[src/hw/rtl/lsr_pkg.sv]
// Shared types for the LIFO stack with reverse: op codes, status codes, states, control bundles
`timescale 1ns / 1ps

package lsr_pkg;

  // operation codes carried in the func field
  typedef enum logic [1:0] {
    OP_PUSH    = 2'd0,
    OP_POP     = 2'd1,
    OP_REVERSE = 2'd2,
    OP_QUERY   = 2'd3
  } lsr_op_t;

  // result status codes
  typedef enum logic [1:0] {
    STAT_OK       = 2'd0,
    STAT_OVERFLOW = 2'd1,
    STAT_EMPTY    = 2'd2
  } lsr_status_t;

  // controller states
  typedef enum logic [2:0] {
    S_IDLE,
    S_POP_DONE,
    S_REV_RD_LO,
    S_REV_RD_HI,
    S_REV_WR_LO,
    S_REV_WR_HI
  } lsr_state_t;

  // commands from controller to datapath
  typedef struct packed {
    logic        push_wr;       // write data_in at top, count up
    logic        pop_rd;        // read top-1, count down
    logic        rev_init;      // lo = 0, hi = count-1
    logic        rd_lo;         // read word at lo
    logic        rd_hi;         // read word at hi
    logic        cap_tmp;       // hold read word (entry at lo)
    logic        wr_lo;         // write read word (entry at hi) to lo
    logic        wr_hi;         // write held word to hi, step lo and hi
    logic        load_out;      // load result register
    logic        out_from_ram;  // result data comes from the read port
    lsr_status_t stat;          // status for the result
  } lsr_cmd_t;

  // flags from datapath to controller
  typedef struct packed {
    logic full;
    logic empty;
    logic two_plus;  // at least two words stored
    logic rev_more;  // another swap remains after the current one
  } lsr_flags_t;

endpackage

[src/hw/rtl/lsr_ctrl.sv]
// Controller state machine for the LIFO stack: handshakes and command sequencing
`timescale 1ns / 1ps

module lsr_ctrl
  import lsr_pkg::*;
(
  input  logic       clk,
  input  logic       rst_n,
  input  logic       in_valid,
  input  logic [1:0] in_func,
  output logic       in_stall,
  output logic       out_valid,
  input  logic       out_stall,
  input  lsr_flags_t flags,
  output lsr_cmd_t   cmd
);

  lsr_state_t state_r, state_nxt;
  logic       out_valid_r, out_valid_nxt;
  logic       accept;
  lsr_op_t    op;

  assign op       = lsr_op_t'(in_func);
  // take a new beat only when idle and the result register is free or draining
  assign in_stall = (state_r != S_IDLE) || (out_valid_r && out_stall);
  assign accept   = in_valid && !in_stall;
  assign out_valid = out_valid_r;

  // next state
  always_comb begin
    state_nxt = state_r;
    unique case (state_r)
      S_IDLE: begin
        if (accept) begin
          if (op == OP_POP && !flags.empty) begin
            state_nxt = S_POP_DONE;
          end else if (op == OP_REVERSE && flags.two_plus) begin
            state_nxt = S_REV_RD_LO;
          end
        end
      end
      S_POP_DONE:  state_nxt = S_IDLE;
      S_REV_RD_LO: state_nxt = S_REV_RD_HI;
      S_REV_RD_HI: state_nxt = S_REV_WR_LO;
      S_REV_WR_LO: state_nxt = S_REV_WR_HI;
      S_REV_WR_HI: state_nxt = flags.rev_more ? S_REV_RD_LO : S_IDLE;
      default:     state_nxt = S_IDLE;
    endcase
  end

  // command outputs
  always_comb begin
    cmd      = '0;
    cmd.stat = STAT_OK;
    unique case (state_r)
      S_IDLE: begin
        if (accept) begin
          unique case (op)
            OP_PUSH: begin
              cmd.load_out = 1'b1;
              if (flags.full) begin
                cmd.stat = STAT_OVERFLOW;
              end else begin
                cmd.push_wr = 1'b1;
              end
            end
            OP_POP: begin
              if (flags.empty) begin
                cmd.load_out = 1'b1;
                cmd.stat     = STAT_EMPTY;
              end else begin
                cmd.pop_rd = 1'b1;
              end
            end
            OP_REVERSE: begin
              cmd.load_out = 1'b1;
              cmd.rev_init = flags.two_plus;
            end
            OP_QUERY: begin
              cmd.load_out = 1'b1;
            end
            default: cmd.load_out = 1'b1;
          endcase
        end
      end
      S_POP_DONE: begin
        cmd.load_out     = 1'b1;
        cmd.out_from_ram = 1'b1;
      end
      S_REV_RD_LO: cmd.rd_lo   = 1'b1;
      S_REV_RD_HI: begin
        cmd.rd_hi   = 1'b1;
        cmd.cap_tmp = 1'b1;
      end
      S_REV_WR_LO: cmd.wr_lo = 1'b1;
      S_REV_WR_HI: cmd.wr_hi = 1'b1;
      default: cmd.stat = STAT_OK;
    endcase
  end

  // result valid: set on load, cleared when the beat is taken
  always_comb begin
    out_valid_nxt = out_valid_r;
    if (cmd.load_out) begin
      out_valid_nxt = 1'b1;
    end else if (out_valid_r && !out_stall) begin
      out_valid_nxt = 1'b0;
    end
  end

  always_ff @(posedge clk) begin
    if (!rst_n) begin
      state_r     <= S_IDLE;
      out_valid_r <= 1'b0;
    end else begin
      state_r     <= state_nxt;
      out_valid_r <= out_valid_nxt;
    end
  end

endmodule

[config.mk]
export PLATFORM = sky130hd
export DESIGN_NAME = lsr_ctrl
export DESIGN_NICKNAME = d
export VERILOG_FILES = /design/src/hw/rtl/lsr_pkg.sv /design/src/hw/rtl/lsr_ctrl.sv
export SDC_FILE = /design/constraint.sdc
export NUM_CORES = 1
export LEC_CHECK = 0
export ABC_CLOCK_PERIOD_IN_PS = 1200
export BUFFER_PORTS_ARGS = -buffer_cell sky130_fd_sc_hd__buf_2
export CORE_AREA = 2 2 39 41
export CTS_CLUSTER_SIZE = 28
export DETAILED_ROUTE_END_ITERATION = 12
export DIE_AREA = 0 0 41 43
export GPL_ROUTABILITY_DRIVEN = 0
export PLACE_DENSITY = 0.63
export SYNTH_ARGS = -nofsm -noshare
export SYNTH_HDL_FRONTEND = slang
export SYNTH_SLANG_ARGS = --single-unit
[constraint.sdc]
create_clock -name clk -period 1.2 [get_ports clk]
set_input_delay 0.24 -clock clk [delete_from_list [all_inputs] [get_ports clk]]
set_output_delay 0.24 -clock clk [all_outputs]
set_load 0.01 [all_outputs]
# Word level (Yosys, flattened, before mapping)
# Index checks and enable logic that the tools add are counted.
# word_totals
reg_bits	4
input_bits	10
word_cells	55
# classes
eq_ne	10
mux	28
reduce_logical	15
# op_table
operator	n
3-bit 2-to-1 mux	5
3-bit one-hot mux with 5 select lines	1
1-bit 2-to-1 mux	14
2-bit 2-to-1 mux	5
3-bit by 2-bit == test with 1-bit output (second input constant)	2
3-bit == test (second input constant)	2
1-bit logical AND	5
2-bit == test (second input constant)	2
1-bit one-hot mux with 2 select lines	2
2-bit one-hot mux with 2 select lines	1
3-bit by 1-bit == test with 1-bit output (second input constant)	1
1-bit logical NOT	3
3-bit logical NOT	1
3-bit != test (second input constant)	1
3-bit nonzero test	1
3-bit OR reduction	1
2-bit by 1-bit == test with 1-bit output (second input constant)	1
2-bit logical NOT	1
2-bit != test (second input constant)	1
2-bit AND reduction	1
2-bit nonzero test	1
1-bit logical OR	1

# Depth between registers and ports, before layout
# logic_depth
ltp_word	7
depth_mapped	5

# Worst setup path after synthesis
# No wires, ideal clock.
# synth_path
path_type	reg2out
from	register state_r[1]
to	output port cmd[1] (netlist bit)
arrival_ps	1035
required_time_ps	960
setup_slack_ps	-75
stages_incl_launch_ff	5
path_buffers	1
cell_sequence	dfxtp_1 buf_6 nor3_4 nand2_1 nor3_1
# synth_lines
item	line	source
start: declaration	lsr_ctrl.sv:18	lsr_state_t state_r, state_nxt;
start signal: assignment	lsr_ctrl.sv:116	state_r <= state_nxt;
end: declaration	lsr_ctrl.sv:15	output lsr_cmd_t cmd

==> metrics.csv <==
stage,metric,value,unit
grt,initial antenna violation count,0,
clock_tree,CTS H-tree depth,1,
clock_tree,root buf cell,clkbuf_4,
sta,RSZ-0062 raised after global routing,yes,
min_path,hold path depth,2,
layout,"commonest non-fill, non-tap cell in the layout",buf_2,
layout,multi-input logic area,300.3,µm²
sta,Pins Over Slew Limit,0,
sta,Worst-Margin Slew,0.2804,ns
min_path,type of the most critical hold path,in2reg,
layout,Fillers,135,
floorplanning,Chip Width,41,µm
synthesis,number of synthesized flops with an enable pin,0,
clock_tree,hold_buf cts,0,
worst_setup_path,crit end category,output port,
layout,FF+latch area,90.09,µm²
synthesis,register area share after synthesis,23.62,%
floorplanning,Starting Density,24.50,%
clock_tree,clock buffer depth,2,
run_status,violated checks,setup timing,
clock_tree,CTS tree,built,
floorplanning,Die Ht,43,µm
synthesis,syn nets,51,
flow_run,max cap viols,0,
place,hpwl dp,817.5,µm
layout,"commonest non-fill, non-tap cells in the layout","21 x buf_2, 14 x buf_4, 7 x buf_6",
floorplanning,die area,0.001763,mm²
drt,Routed Antenna Nets,0,
drt,via count,447,
sta,minimum clock period,1.486,ns
worst_setup_path,Worst EP arrival,1.25,ns
grt,grt total ovfl,0,
worst_setup_path,startpoint types,register,
sta,Rel. slew slack,81.27,%
power,Max VDD drop,376.2,µV
place,Cells after DPL,88,
synthesis,Netlist cell types,25,
synthesis,Synth area leaders,"dfxtp_1 24%, a21boi_1 6.6%, nand2_1 6.6%, nor3_4 4.8%, buf_4 4.4%",
sta,Final setup viols,13,
layout,share of post-route cells with drive strength above 1,75.90,%
floorplanning,Core Rows,14,
layout,nets,95,
synthesis,mean post-synth cell area,8.270,µm²
grt,largest net degree at the start of global routing,7,
place,Port Buf Inserts,23,
synthesis,ys flop type,dfxtp_1,
drt,Detailed Route WL,1.143,mm
run_status,run status,"finished, violations left",
power,Final Power,0.0005002,W
worst_setup_path,CP max FO,3,
synthesis,#FFs+latches synth,4,
sta,Max Fclk,0.6729,GHz
synthesis,leading area contributor after synthesis,dfxtp_1,
synthesis,Post-Synthesis Cells,41,
floorplanning,I/O pins,24,
sta,PnR worst setup slack,-0.2861,ns
clock_tree,Clock Sinks,4,
drt,WL/cell,11.55,µm
synthesis,"FFs w/ async S/R, synth",0,%
drt,via density per instance,4.515,
clock_tree,clk_lat worst skew,0.24,ns
layout,antenna cell count,0,
power,Leak,0.3900,nW
drt,DR pass1 iterations,2,
layout,fin cells,99,
drt,Initial DRC Count,1,
worst_setup_path,r2r worst-path depth,5,
grt,vias in the first global route,417,
layout,P&R area growth vs syn,114.0,%
worst_setup_path,critical path class,reg2out,
grt,gr usage total,14.76,%
sta,final clock skew,0.004206,ns
clock_tree,clock slew seen by the registers of the worst setup and hold paths,0.03,ns
grt,global-route wire length before repair,1.731,mm
worst_setup_path,Critical Path RT,0.96,ns
clock_tree,Num CTS Buffers,3,
sta,Final Hold Fails,0,
synthesis,area share of the largest cell type after synthesis,23.62,%
worst_setup_path,worst reg2reg setup slack,0.01,ns
floorplanning,Core Box Area,0.001384,mm²
synthesis,yosys warns,0,
power,PwrDens,689.3,mW/mm²
synthesis,Post-Syn Area,339.1,µm²
drt,drt drc,0,
sta,"Period Utilization, post-route",123.8,%
-- layer usage --
layer  GRT usage, %  wire length (µm)
met3          4.712                67
met2          24.06               625
met5              0                 0
met4          6.000                 0
met1          16.72               450
-- registers in the layout (all words and copies together) (netlist names) --
register,flops
out_valid,1
state_r,3
-- synth_stat cells, drive strengths merged (2+ instances only) --
library cell / number
nand2: 6
nor3b: 3
nor2: 3
and2: 2
buf: 3
dfxtp: 4
nor3: 3
a21boi: 3
and3b: 2
-- worst max-delay path: stages (launching register included) --
cell      delay, ns
dfxtp_4        0.35
nor3_4         0.18
and4bb_1       0.23
and2_1         0.13
buf_2          0.12
-- timing repair --
item                                    in CTS  in global routing
buffers inserted                             3                  5
endpoints found under the setup margin      15                 15
resized for setup                           18                  9
pin swaps                                    4                  6
-- worst paths after layout --
| check | start | endpoint |
|---|---|---|
| min reg2reg | out_valid | out_valid |
| min | rst_n | state_r[2] |
| max | state_r[0] | cmd[0] |
| max reg2reg | state_r[1] | state_r[1] |
-- where the power goes --
group / internal (W) / total [W] / switching, W
clock network: 0.000112 / 0.000169 / 0.0000570
registers: 0.000140 / 0.000151 / 0.0000105
logic: 0.0000994 / 0.000180 / 0.0000810
total: 0.000352 / 0.000500 / 0.000148
-- through the flow --
step | setup TNS [ns] | setup slack (ns) | hold WS (ns) | utilization [%] | cell area, µm²
after floorplan | -0.09446 | -0.03855 | 0.3578 | - | 350.3
after global placement | -0.4791 | -0.1866 | 0.4860 | 38.88 | 538.0
after detailed placement | -0.6680 | -0.2065 | 0.4861 | 38.88 | 538.0
after CTS | -2.319 | -0.2901 | 0.2493 | 46.56 | 644.4
after global routing | -3.580 | -0.3545 | 0.2538 | 52.44 | 725.7
final | -2.520 | -0.2861 | 0.2704 | 52.44 | 725.7
-- cell families (layout without fill, tap and decap cells) --
logic type / count (synthesis) / count (layout) / synth area share [%]
AND/OR/NAND/NOR: 24 / 24 / 47.23
AO/OA/AOI/OAI: 9 / 9 / 20.30
flip-flops: 4 / 4 / 23.62
buffers and inverters: 4 / 46 / 8.853
-- final cells by class --
cell class / count / share of cell area, %
Clock buffer: 3 / 3.103
Inverter: 1 / 0.5172
Multi-Input combinational cell: 33 / 41.38
Sequential cell: 4 / 12.41
Tap cell: 16 / 2.759
Timing Repair Buffer: 42 / 39.83
No activity file was read; power rests on OpenSTA's default activity.
